[src/rtl/cap_pkg.sv]
// Shared types, constants and helper functions for the candidate address/port parser.
// No dependencies; imported by every module of the block.
package cap_pkg;

    localparam logic [7:0] CHAR_SPACE = 8'h20;
    localparam logic [7:0] CHAR_DOT   = 8'h2e;
    localparam logic [7:0] CHAR_ZERO  = 8'h30;
    localparam logic [7:0] CHAR_NINE  = 8'h39;
    localparam logic [7:0] CHAR_NUL   = 8'h00;

    localparam logic [3:0] PREFIX_LEN    = 4'd10;
    localparam logic [5:0] ADDR_MAX      = 6'd45;
    localparam logic [5:0] ADDR_SAT      = 6'd46;
    localparam logic [15:0] OCTET_MAX    = 16'd255;
    localparam logic [2:0] FIELD_OF_ADDR = 3'd5;
    localparam logic [2:0] OCTET_COUNT   = 3'd4;

    typedef enum logic [2:0] {
        PH_SKIP_FIELD = 3'd0,
        PH_SKIP_RUN   = 3'd1,
        PH_ADDRESS    = 3'd2,
        PH_GAP        = 3'd3,
        PH_PORT       = 3'd4,
        PH_DONE       = 3'd5
    } t_phase;

    typedef enum logic [1:0] {
        ST_OK      = 2'd0,
        ST_PARSE   = 2'd1,
        ST_NOTIMPL = 2'd2
    } t_status;

    typedef struct packed {
        t_status     status;
        logic [31:0] ipv4_address;
        logic [15:0] port_number;
    } t_result;

    function automatic logic [7:0] prefix_char(input logic [3:0] idx);
        logic [7:0] ch;
        case (idx)
            4'd0: ch = 8'h63;
            4'd1: ch = 8'h61;
            4'd2: ch = 8'h6e;
            4'd3: ch = 8'h64;
            4'd4: ch = 8'h69;
            4'd5: ch = 8'h64;
            4'd6: ch = 8'h61;
            4'd7: ch = 8'h74;
            4'd8: ch = 8'h65;
            4'd9: ch = 8'h3a;
            default: ch = 8'h00;
        endcase
        return ch;
    endfunction

    function automatic logic is_digit(input logic [7:0] ch);
        return (ch >= CHAR_ZERO) && (ch <= CHAR_NINE);
    endfunction

    // Multiply by ten and add one decimal digit, modulo 65536.
    function automatic logic [15:0] mul10_add(input logic [15:0] v, input logic [7:0] ch);
        return {v[12:0], 3'b000} + {v[14:0], 1'b0} + {12'd0, ch[3:0]};
    endfunction

endpackage

[src/rtl/cap_in_stage.sv]
// Input register of the parser: holds one text byte beat until the parser takes it.
// Depends on cap_pkg.
module cap_in_stage
    import cap_pkg::*;
(
    input  logic       i_clk,
    input  logic       i_rst_n,
    input  logic       i_in_valid,
    input  logic [7:0] i_text_byte,
    input  logic       i_out_space,
    output logic       o_in_ready,
    output logic       o_step,
    output logic [7:0] o_byte
);

    logic       r_valid;
    logic       n_valid;
    logic [7:0] r_byte;

    // A line end needs room in the result register; other bytes always proceed.
    assign o_step     = r_valid && ((r_byte != CHAR_NUL) || i_out_space);
    assign o_in_ready = !r_valid || o_step;
    assign o_byte     = r_byte;

    always_comb begin
        n_valid = r_valid;
        if (i_in_valid && o_in_ready) begin
            n_valid = 1'b1;
        end else if (o_step) begin
            n_valid = 1'b0;
        end
    end

    always_ff @(posedge i_clk) begin
        if (!i_rst_n) begin
            r_valid <= 1'b0;
        end else begin
            r_valid <= n_valid;
        end
    end

    always_ff @(posedge i_clk) begin
        if (i_in_valid && o_in_ready) begin
            r_byte <= i_text_byte;
        end
    end

`ifndef SYNTHESIS
    a_hold_byte: assert property (@(posedge i_clk) disable iff (!i_rst_n)
        r_valid && !o_step |=> r_valid && $stable(r_byte))
        else $error("held input beat changed while stalled");
`endif

endmodule

[src/rtl/cap_parser.sv]
// Per-byte parse state and line-end result computation for the candidate line.
// Depends on cap_pkg.
module cap_parser
    import cap_pkg::*;
(
    input  logic       i_clk,
    input  logic       i_rst_n,
    input  logic       i_step,
    input  logic [7:0] i_byte,
    output logic       o_res_valid,
    output t_result    o_result
);

    logic [3:0]  r_pcnt,   n_pcnt;
    t_phase      r_phase,  n_phase;
    logic [2:0]  r_field,  n_field;
    logic [5:0]  r_len,    n_len;
    logic [2:0]  r_idx,    n_idx;
    logic [15:0] r_val,    n_val;
    logic [31:0] r_oct,    n_oct;
    logic [15:0] r_port,   n_port;
    t_status     r_err,    n_err;

    logic        do_addr;
    logic        do_close;
    logic        is_space;
    t_status     cl_err;
    logic [2:0]  cl_idx;
    logic [31:0] cl_oct;
    t_status     status;

    assign is_space = (i_byte == CHAR_SPACE);

    // Outcome of closing the current octet, taken from the present state.
    always_comb begin
        cl_err = r_err;
        cl_idx = r_idx;
        cl_oct = r_oct;
        if (r_err == ST_OK) begin
            if ((r_idx >= OCTET_COUNT) || (r_val > OCTET_MAX)) begin
                cl_err = ST_PARSE;
            end else begin
                cl_oct = {r_oct[23:0], r_val[7:0]};
                cl_idx = r_idx + 3'd1;
            end
        end
    end

    always_comb begin
        status = ST_OK;
        if (r_phase == PH_ADDRESS) begin
            if ((r_len == 6'd0) || (r_len > ADDR_MAX) || (r_port == 16'd0)) begin
                status = ST_PARSE;
            end else if (cl_err != ST_OK) begin
                status = cl_err;
            end else if (cl_idx != OCTET_COUNT) begin
                status = ST_PARSE;
            end
        end else begin
            if ((r_len == 6'd0) || (r_len > ADDR_MAX) || (r_port == 16'd0)) begin
                status = ST_PARSE;
            end else if (r_err != ST_OK) begin
                status = r_err;
            end else if (r_idx != OCTET_COUNT) begin
                status = ST_PARSE;
            end
        end
    end

    always_comb begin
        n_pcnt   = r_pcnt;
        n_phase  = r_phase;
        n_field  = r_field;
        n_len    = r_len;
        n_idx    = r_idx;
        n_val    = r_val;
        n_oct    = r_oct;
        n_port   = r_port;
        n_err    = r_err;
        do_addr  = 1'b0;
        do_close = 1'b0;
        if (i_step && (i_byte != CHAR_NUL)) begin
            case (r_phase)
                PH_SKIP_FIELD: begin
                    if (is_space) begin
                        n_field = r_field + 3'd1;
                        n_phase = PH_SKIP_RUN;
                    end
                end
                PH_SKIP_RUN: begin
                    if (!is_space) begin
                        if (r_field >= FIELD_OF_ADDR) begin
                            n_phase = PH_ADDRESS;
                            do_addr = 1'b1;
                        end else begin
                            n_phase = PH_SKIP_FIELD;
                        end
                    end
                end
                PH_ADDRESS: begin
                    if (is_space) begin
                        do_close = 1'b1;
                        n_phase  = PH_GAP;
                    end else begin
                        do_addr = 1'b1;
                    end
                end
                PH_GAP, PH_PORT: begin
                    if (!(is_space && (r_phase == PH_GAP))) begin
                        if (is_digit(i_byte)) begin
                            n_port  = mul10_add(r_port, i_byte);
                            n_phase = PH_PORT;
                        end else begin
                            n_phase = PH_DONE;
                        end
                    end
                end
                default: begin
                end
            endcase

            if (do_addr) begin
                if (r_len < ADDR_SAT) begin
                    n_len = r_len + 6'd1;
                end
                if (r_err == ST_OK) begin
                    if (i_byte == CHAR_DOT) begin
                        do_close = 1'b1;
                    end else if (is_digit(i_byte)) begin
                        n_val = mul10_add(r_val, i_byte);
                    end else begin
                        n_err = ST_NOTIMPL;
                    end
                end
            end

            if (do_close && (r_err == ST_OK)) begin
                n_err = cl_err;
                n_idx = cl_idx;
                n_oct = cl_oct;
                if (cl_err == ST_OK) begin
                    n_val = 16'd0;
                end
            end

            // A completed prefix restarts the parse in the candidate form.
            if (r_pcnt < PREFIX_LEN) begin
                if (i_byte == prefix_char(r_pcnt)) begin
                    n_pcnt = r_pcnt + 4'd1;
                    if (r_pcnt == PREFIX_LEN - 4'd1) begin
                        n_phase = PH_SKIP_FIELD;
                        n_field = 3'd1;
                        n_len   = 6'd0;
                        n_idx   = 3'd0;
                        n_val   = 16'd0;
                        n_oct   = 32'd0;
                        n_port  = 16'd0;
                        n_err   = ST_OK;
                    end
                end else begin
                    n_pcnt = PREFIX_LEN;
                end
            end
        end else if (i_step) begin
            n_pcnt  = 4'd0;
            n_phase = PH_ADDRESS;
            n_field = 3'd1;
            n_len   = 6'd0;
            n_idx   = 3'd0;
            n_val   = 16'd0;
            n_oct   = 32'd0;
            n_port  = 16'd0;
            n_err   = ST_OK;
        end
    end

    assign o_res_valid           = i_step && (i_byte == CHAR_NUL);
    assign o_result.status       = status;
    assign o_result.ipv4_address = (status == ST_OK)
                                   ? ((r_phase == PH_ADDRESS) ? cl_oct : r_oct) : 32'd0;
    assign o_result.port_number  = (status == ST_OK) ? r_port : 16'd0;

    always_ff @(posedge i_clk) begin
        if (!i_rst_n) begin
            r_pcnt  <= 4'd0;
            r_phase <= PH_ADDRESS;
            r_field <= 3'd1;
            r_len   <= 6'd0;
            r_idx   <= 3'd0;
            r_val   <= 16'd0;
            r_oct   <= 32'd0;
            r_port  <= 16'd0;
            r_err   <= ST_OK;
        end else begin
            r_pcnt  <= n_pcnt;
            r_phase <= n_phase;
            r_field <= n_field;
            r_len   <= n_len;
            r_idx   <= n_idx;
            r_val   <= n_val;
            r_oct   <= n_oct;
            r_port  <= n_port;
            r_err   <= n_err;
        end
    end

`ifndef SYNTHESIS
    a_line_restart: assert property (@(posedge i_clk) disable iff (!i_rst_n)
        o_res_valid |=> (r_phase == PH_ADDRESS) && (r_pcnt == 4'd0) && (r_len == 6'd0))
        else $error("parse state not cleared after line end");
    a_octet_bound: assert property (@(posedge i_clk) disable iff (!i_rst_n)
        r_idx <= OCTET_COUNT)
        else $error("octet index beyond four");
`endif

endmodule

[src/rtl/cap_out_stage.sv]
// Result register of the parser: holds one result beat until the consumer takes it.
// Depends on cap_pkg.
module cap_out_stage
    import cap_pkg::*;
(
    input  logic        i_clk,
    input  logic        i_rst_n,
    input  logic        i_res_valid,
    input  t_result     i_result,
    input  logic        i_out_ready,
    output logic        o_space,
    output logic        o_out_valid,
    output logic [1:0]  o_status,
    output logic [31:0] o_ipv4_address,
    output logic [15:0] o_port_number
);

    logic    r_valid;
    logic    n_valid;
    t_result r_result;

    assign o_space        = !r_valid || i_out_ready;
    assign o_out_valid    = r_valid;
    assign o_status       = r_result.status;
    assign o_ipv4_address = r_result.ipv4_address;
    assign o_port_number  = r_result.port_number;

    always_comb begin
        n_valid = r_valid;
        if (i_res_valid) begin
            n_valid = 1'b1;
        end else if (i_out_ready) begin
            n_valid = 1'b0;
        end
    end

    always_ff @(posedge i_clk) begin
        if (!i_rst_n) begin
            r_valid <= 1'b0;
        end else begin
            r_valid <= n_valid;
        end
    end

    always_ff @(posedge i_clk) begin
        if (i_res_valid) begin
            r_result <= i_result;
        end
    end

`ifndef SYNTHESIS
    a_no_overwrite: assert property (@(posedge i_clk) disable iff (!i_rst_n)
        i_res_valid |-> o_space)
        else $error("result beat overwritten before it was taken");
    a_zero_on_error: assert property (@(posedge i_clk) disable iff (!i_rst_n)
        r_valid && (r_result.status != ST_OK) |->
            (r_result.ipv4_address == 32'd0) && (r_result.port_number == 16'd0))
        else $error("address or port not zero on an error result");
`endif

endmodule

[src/rtl/candidate_address_port_parser_top.sv]
// A line's zero byte is held in the input register; its result is then registered at the output.
// Throughput: one byte beat per cycle; only a line end waits, and only while a result is unclaimed.
// Reset: synchronous, active low; clears the parse state and both holding registers' valid flags.
// Top level of the candidate address/port parser: input register, parser, result register.
// Depends on cap_pkg, cap_in_stage, cap_parser and cap_out_stage.
module candidate_address_port_parser_top
    import cap_pkg::*;
(
    input  logic        i_clk,
    input  logic        i_rst_n,
    input  logic        i_in_valid,
    output logic        o_in_ready,
    input  logic [7:0]  i_text_byte,
    output logic        o_out_valid,
    input  logic        i_out_ready,
    output logic [1:0]  o_status,
    output logic [31:0] o_ipv4_address,
    output logic [15:0] o_port_number
);

    logic       out_space;
    logic       step;
    logic [7:0] step_byte;
    logic       res_valid;
    t_result    result;

    cap_in_stage u_in_stage (
        .i_clk       (i_clk),
        .i_rst_n     (i_rst_n),
        .i_in_valid  (i_in_valid),
        .i_text_byte (i_text_byte),
        .i_out_space (out_space),
        .o_in_ready  (o_in_ready),
        .o_step      (step),
        .o_byte      (step_byte)
    );

    cap_parser u_parser (
        .i_clk       (i_clk),
        .i_rst_n     (i_rst_n),
        .i_step      (step),
        .i_byte      (step_byte),
        .o_res_valid (res_valid),
        .o_result    (result)
    );

    cap_out_stage u_out_stage (
        .i_clk          (i_clk),
        .i_rst_n        (i_rst_n),
        .i_res_valid    (res_valid),
        .i_result       (result),
        .i_out_ready    (i_out_ready),
        .o_space        (out_space),
        .o_out_valid    (o_out_valid),
        .o_status       (o_status),
        .o_ipv4_address (o_ipv4_address),
        .o_port_number  (o_port_number)
    );

`ifndef SYNTHESIS
    a_line_end_result: assert property (@(posedge i_clk) disable iff (!i_rst_n)
        step && (step_byte == CHAR_NUL) |=> o_out_valid)
        else $error("line end did not produce a result beat");
    a_result_waits: assert property (@(posedge i_clk) disable iff (!i_rst_n)
        o_out_valid && !i_out_ready |=> o_out_valid && $stable(o_status))
        else $error("unclaimed result beat dropped or changed");
    a_byte_flow: assert property (@(posedge i_clk) disable iff (!i_rst_n)
        !o_out_valid |-> o_in_ready)
        else $error("input stalled with an empty result register");
`endif

endmodule

[config.mk]
export PLATFORM = sky130hd
export DESIGN_NAME = candidate_address_port_parser_top
export DESIGN_NICKNAME = d
export VERILOG_FILES = /design/src/rtl/cap_pkg.sv /design/src/rtl/cap_in_stage.sv /design/src/rtl/cap_parser.sv /design/src/rtl/cap_out_stage.sv /design/src/rtl/candidate_address_port_parser_top.sv
export SDC_FILE = /design/constraint.sdc
export NUM_CORES = 1
export LEC_CHECK = 0
export ABC_AREA = 0
export BUFFER_PORTS_ARGS = -buffer_cell sky130_fd_sc_hd__buf_4
export CELL_PAD_IN_SITES_DETAIL_PLACEMENT = 1
export CELL_PAD_IN_SITES_GLOBAL_PLACEMENT = 1
export CORE_MARGIN = 4
export CORE_UTILIZATION = 45
export CTS_CLUSTER_SIZE = 30
export DETAILED_ROUTE_END_ITERATION = 8
export HOLD_SLACK_MARGIN = 0.15
export PLACE_DENSITY_LB_ADDON = 0.25
export RECOVER_POWER = 100
export SETUP_SLACK_MARGIN = 0.4
export SYNTH_ARGS = -nofsm -noshare
export SYNTH_HDL_FRONTEND = slang
export SYNTH_SLANG_ARGS = --single-unit
[constraint.sdc]
create_clock -name i_clk -period 3.85 [get_ports i_clk]
set_clock_uncertainty 0.2 [all_clocks]
set_input_delay 0.77 -clock i_clk [delete_from_list [all_inputs] [get_ports i_clk]]
set_output_delay 0.77 -clock i_clk [all_outputs]
set_load 0.01 [all_outputs]
==> impl_metrics.py, run 1 <==
metrics = {
    "cts": {
        "cts_tree": "done",
        "cts.htree.levels": 4,
        "numCtsBuffers": 17,
        "clock_latency_ps": 430,
        "ctsRootBufferMaster": "clkbuf_16",
        "numClockSinks": 152,
        "cts_hold_buffers": 0,
        "cts.reportedPaths.clkPinSlew_ps": 70,
        "clockBufferDepth": 2,
    },
    "critical_path": {
        "cp.arrival_ps": 3590,
        "critPathMaxFanout": 6,
        "critPathKind": "reg -> reg",
        "crit_chain": "or4_1 -> nor3_4 -> clkbuf_4 -> o21ai_0 -> a22oi_1 -> o211ai_1 -> a21boi_0 -> a22o_1",
        "end_kind": "flip-flop",
        "worstSetupStartpointType": "flip-flop",
        "slowest_stage": "or4_1",
        "cpPeakStageDelay_ps": 730,
        "rrSetupSlack_ps": 370,
        "critPathRequiredTime_ps": 3970,
    },
    "logic_synthesis": {
        "synth_cells": 831,
        "ys_types": 72,
        "synth-seq-cells": 152,
        "avgSynthCellArea_um2": 9.62,
        "syn_area_mm2": 0.00799,
        "synthArstFlopShare": 0,
        "synth_warnings": 0,
        "synth_flop_cell": "dfxtp_1",
        "ys_seq_area_frac": 0.453,
        "synth_enable_flop_cells": 58,
        "synth_nets": 908,
    },
    "die": {
        "die_area_mm2": 0.0200,
        "fp.dieH_um": 141,
        "die_x_um": 141,
        "ios": 64,
        "start_util": 0.461,
        "fp-row-count": 48,
        "core_mm2": 0.0174,
    },
    "grt": {
        "antenna_found_initial": 0,
        "overflow": 0,
        "grt_pass1_wl_um": 34300,
        "grt_pass1_vias": 6749,
        "gr-usage-all-layers": 0.212,
        "grt_max_degree": 51,
    },
    "drt": {
        "vias": 6506,
        "routed_via_density": 5.71,
        "final_antenna_net_count": 0,
        "drt_wl_total_um": 20800,
        "drt_iter0_markers": 358,
        "firstDrtPassIters": 4,
        "drc": 0,
        "wl_per_cell_um": 18.2,
    },
    "placed_design": {
        "dpl.hpwl_um": 14700,
        "port_buffers": 63,
        "routabilityCongestion": 0.839,
    },
    "sta": {
        "drv_slew": 0,
        "fin_crit_sh": 0.903,
        "period_minus_slack_ps": 3480,
        "rsz0062_at_grt": "yes",
        "setup_tns_ps": 0,
        "fmax_mhz": 288,
        "relSlewSlack": 0.149,
        "setup_violations": 0,
        "hold_violations": 0,
        "holdWs_ps": 289,
        "worst_pin_slew_ps": 1280,
    },
    "min_path": {
        "hp-class": "reg -> reg",
    },
    "cells_and_area": {
        "final_cell_mix": "nand2_1, dfxtp_1, a21oi_1",
        "final_nets": 979,
        "area_delta_synth_final_pct": 14.3,
        "diodes": 0,
        "final_common_cell": "nand2_1",
        "drive_above_1_share": 0.0852,
        "n_fill_cell": 2013,
    },
    "pwr": {
        "power_density_mw_per_mm2": 399,
        "power.total_w": 0.00365,
        "peakVddDrop_v": 0.000308,
        "p_leak_nw": 3.51,
    },
    "run_status": {
        "status": "complete, no violations",
    },
    "flow_run": {
        "drv_cap": 0,
    },
}
-- worst max-delay path, delay by kind of cell, from the launching register on --
| family | cells | cell delay, ps |
|---|---|---|
| compound gates | 5 | 1480 |
| simple gates | 2 | 1010 |
| flops | 1 | 500 |
| buf+inv | 1 | 170 |
-- Yosys cell counts, drive strengths merged, types with 15 or more instances --
cell type	instances	area, um2
nand2	113	424
dfxtp	94	1880
a21oi	71	359
nor2	69	259
ha	61	763
edfxtp	58	1740
o21ai	37	189
inv	29	109
mux2i	21	210
a22o	19	166
and2	19	121
clkbuf	19	71.3
buf	18	115
xnor2	18	158
nor3	16	91.3
nand3	15	75.1
nor4	15	130
-- registers in the layout (all words and copies together) (netlist names), named ones only --
| name | cells |
|---|---|
| u_out_stage.o_ipv4_address | 32 |
| u_parser.r_oct | 32 |
| u_out_stage.o_port_number | 16 |
| u_parser.r_port | 16 |
| u_parser.r_val | 16 |
| u_in_stage.o_byte | 8 |
| u_parser.r_len | 6 |
| u_parser.r_pcnt | 4 |
| u_parser.r_field | 3 |
| u_parser.r_idx | 3 |
| u_parser.r_phase | 3 |
| u_out_stage.o_status | 2 |
| u_parser.r_err | 2 |
| u_in_stage.r_valid | 1 |
| u_out_stage.o_out_valid | 1 |
-- layer usage --
metal / wire length, um / global-route usage / vias to the layer above
li1: - / - / 3136
met1: 9270 / 0.273 / 3229
met2: 10500 / 0.366 / 114
met3: 693 / 0.0388 / 27
met4: 293 / 0.0617 / 0
met5: 0 / 0 / -
-- logic make-up (layout without fill, tap and decap cells) --
| family | count (synthesis) | in the layout | synth area share |
|---|---|---|---|
| AND/OR/NAND/NOR | 302 | 302 | 0.184 |
| buffers and inverters | 67 | 151 | 0.0374 |
| AO/OA/AOI/OAI | 192 | 192 | 0.158 |
| XOR/XNOR | 31 | 31 | 0.0340 |
| adder cells (fa/ha/maj) | 65 | 65 | 0.105 |
| flip-flops | 152 | 152 | 0.453 |
| multiplexers | 22 | 22 | 0.0277 |
-- cell type report --
class / count / area, um2 / share of cell area
Sequential cell: 152 / 3620 / 0.397
Timing Repair Buffer: 89 / 449 / 0.0492
Multi-Input combinational cell: 612 / 4040 / 0.442
Clock buffer: 17 / 425 / 0.0466
Inverter: 30 / 113 / 0.0123
Tap cell: 225 / 282 / 0.0308
Clock inverter: 15 / 208 / 0.0227
-- per-stage QoR --
step,cell area (um2),instances,util,worst slack [ps]
finish,9140,1140,0.526,375
global route,9140,1140,0.526,176
CTS,9350,1134,0.539,394
detailed placement,8680,1097,0.500,398
global placement,8680,1097,0.500,517
floorplan,7990,831,-,674
-- power by group --
group          internal (W)  total, W  switching, W
combinational     0.0000560  0.000164      0.000108
sequential          0.00167   0.00169     0.0000199
clock               0.00105   0.00179      0.000739
-- worst paths after layout --
kind | from | endpoint | cells after the start
setup / recovery | u_in_stage.o_byte[3] | flip-flop | 8
hold / removal | u_parser.r_val[14] | u_parser.r_val[14] | 2
setup reg to reg | u_in_stage.o_byte[3] | flip-flop | 8
hold reg to reg | u_parser.r_val[14] | u_parser.r_val[14] | 2
-- timing repair --
item,in CTS,in global routing
pin swaps,0,3
setup buffers,5,5
resized for setup,1,8
endpoints found under the setup margin,2,34
(Power assumes the default switching activity.)
==> run 2, diff against run 1 <==
Settings changed: CORE_MARGIN 4 to 8.
==> impl_metrics.py, run 2 (synthesis results as in run 1) <==
metrics = {
    "cells_and_area": {
        "multi_input_area_mm2": 0.00408,
        "fin_util": 0.528,
        "area_delta_synth_final_pct": 14.6,
        "final_common_cell": "nand2_1",
        "final_cell_mix": "nand2_1, dfxtp_1, a21oi_1",
        "final_nets": 979,
        "drive_above_1_share": 0.0929,
        "seqCellArea_mm2": 0.00362,
        "diodes": 0,
        "fin_area_mm2": 0.00916,
        "n_fill_cell": 1992,
    },
    "min_path": {
        "worst_hold_startpoint": "u_parser.r_oct[25]",
        "hold_end": "u_parser.r_oct[25]",
        "min_path_cells": 1,
        "hp-class": "reg -> reg",
    },
    "sta": {
        "hold_violations": 0,
        "worst_pin_slew_ps": 903,
        "relSlewSlack": 0.383,
        "period_minus_slack_ps": 3500,
        "rsz0062_at_grt": "yes",
        "fmax_mhz": 285,
        "setup_ws_ps": 347,
        "drv_slew": 0,
        "fin_crit_sh": 0.910,
        "setup_violations": 0,
        "setup_tns_ps": 0,
    },
    "pwr": {
        "p_leak_nw": 3.50,
        "power.total_w": 0.00361,
        "peakVddDrop_v": 0.000294,
        "power_density_mw_per_mm2": 394,
    },
    "grt": {
        "gr-usage-all-layers": 0.196,
        "grt_pass1_wl_um": 34900,
        "grt_pass1_vias": 6869,
        "overflow": 0,
        "antenna_found_initial": 0,
        "grt_max_degree": 51,
    },
    "cts": {
        "clockBufferDepth": 2,
        "clock_latency_ps": 430,
        "cts.reportedPaths.clkPinSlew_ps": 60,
        "numCtsBuffers": 17,
        "numClockSinks": 152,
        "cts.htree.levels": 4,
        "cts_tree": "done",
        "ctsRootBufferMaster": "clkbuf_16",
    },
    "drt": {
        "final_antenna_net_count": 0,
        "drt_wl_total_um": 21600,
        "drt_iter0_markers": 260,
        "routed_via_density": 5.71,
        "vias": 6505,
        "drc": 0,
        "wl_per_cell_um": 19.0,
        "firstDrtPassIters": 4,
    },
    "critical_path": {
        "reg2reg_depth": 9,
        "reg2reg_from": "u_in_stage.o_byte[3]",
        "critPathKind": "reg -> out",
        "rrSetupSlack_ps": 350,
        "end_kind": "primary output",
        "critPathMaxFanout": 6,
        "critPathRequiredTime_ps": 2880,
        "cp.arrival_ps": 2530,
        "worstSetupStartpointType": "flip-flop",
    },
    "die": {
        "core_mm2": 0.0174,
        "fp-row-count": 48,
        "ios": 64,
        "die_area_mm2": 0.0223,
        "fp.dieH_um": 149,
        "die_x_um": 149,
        "start_util": 0.461,
    },
    "placed_design": {
        "routabilityCongestion": 0.844,
        "port_buffers": 63,
        "dpl_cell_area_mm2": 0.00868,
        "post-place-ws_ps": 355,
        "dpl.hpwl_um": 15100,
    },
    "flow_run": {
        "drv_cap": 0,
    },
    "run_status": {
        "status": "complete, no violations",
    },
}
run 2: changes by cell type in the layout (fill, tap and decap cells not counted), moves of 2 or more:
cell and change:
inv_6 +3, and2_0 +4, and2_1 -4, nor2_1 -2
clkbuf_2 -2, clkbuf_4 +2
run 2: worst max path at each step:
stage,startpoint,endpoint,cells after the start
after floorplan,u_in_stage.o_byte[3],u_out_stage.o_ipv4_address[0],5
after global placement,u_in_stage.o_byte[3],u_parser.r_val[14],11
after detailed placement,u_in_stage.o_byte[3],u_parser.r_val[14],11
after CTS,u_in_stage.o_byte[3],u_parser.r_port[14],12
after global routing,u_in_stage.o_byte[3],flip-flop,9
final,u_in_stage.o_byte[3],o_in_ready,7
run 2: worst max-delay path, stage by stage, from the launching register on:
cell and delay (ps):
edfxtp_1 450, clkbuf_4 170, or4_1 670, nor3_4 350, nand2_1 160, nor2_4 130, inv_1 50, clkbuf_1 120
run 2: power by group:
group / internal, W / switching (W) / leakage (nW) / total [W]
sequential: 0.00167 / 0.0000217 / 1.34 / 0.00170
combinational: 0.0000564 / 0.000106 / 1.86 / 0.000162
clock: 0.00100 / 0.000744 / 0.301 / 0.00175
total: 0.00273 / 0.000872 / 3.50 / 0.00361
run 2: cell type report:
| cell class | count | area share |
|---|---|---|
| clock buffers | 18 | 0.0479 |
| clock inverters | 14 | 0.0190 |
| inverters | 30 | 0.0123 |
| multi-input cells | 612 | 0.445 |
| flip-flops and latches | 152 | 0.396 |
| well taps | 225 | 0.0307 |
| repair buffers | 89 | 0.0492 |
run 2: layer usage:
| layer | GRT usage | up-vias | wire [um] |
|---|---|---|---|
| met4 | 0.0853 | 0 | 565 |
| met5 | 0 | - | 0 |
| li1 | - | 3138 | - |
| met2 | 0.340 | 126 | 10900 |
| met3 | 0.0382 | 47 | 792 |
| met1 | 0.230 | 3194 | 9360 |
run 2: repair_timing:
item,CTS,global route
pin swaps,0,5
endpoints found under the setup margin,2,47
hold buffers,0,0
gates resized for setup,1,17
cloned,0,0
setup buffers,5,5
run 2: metrics by stage:
step,hold slack [ps],std cells
2_1_floorplan,241,831
3_3_place_gp,260,1097
3_5_place_dp,273,1097
4_1_cts,290,1134
5_1_grt,313,1140
6_report,285,1140
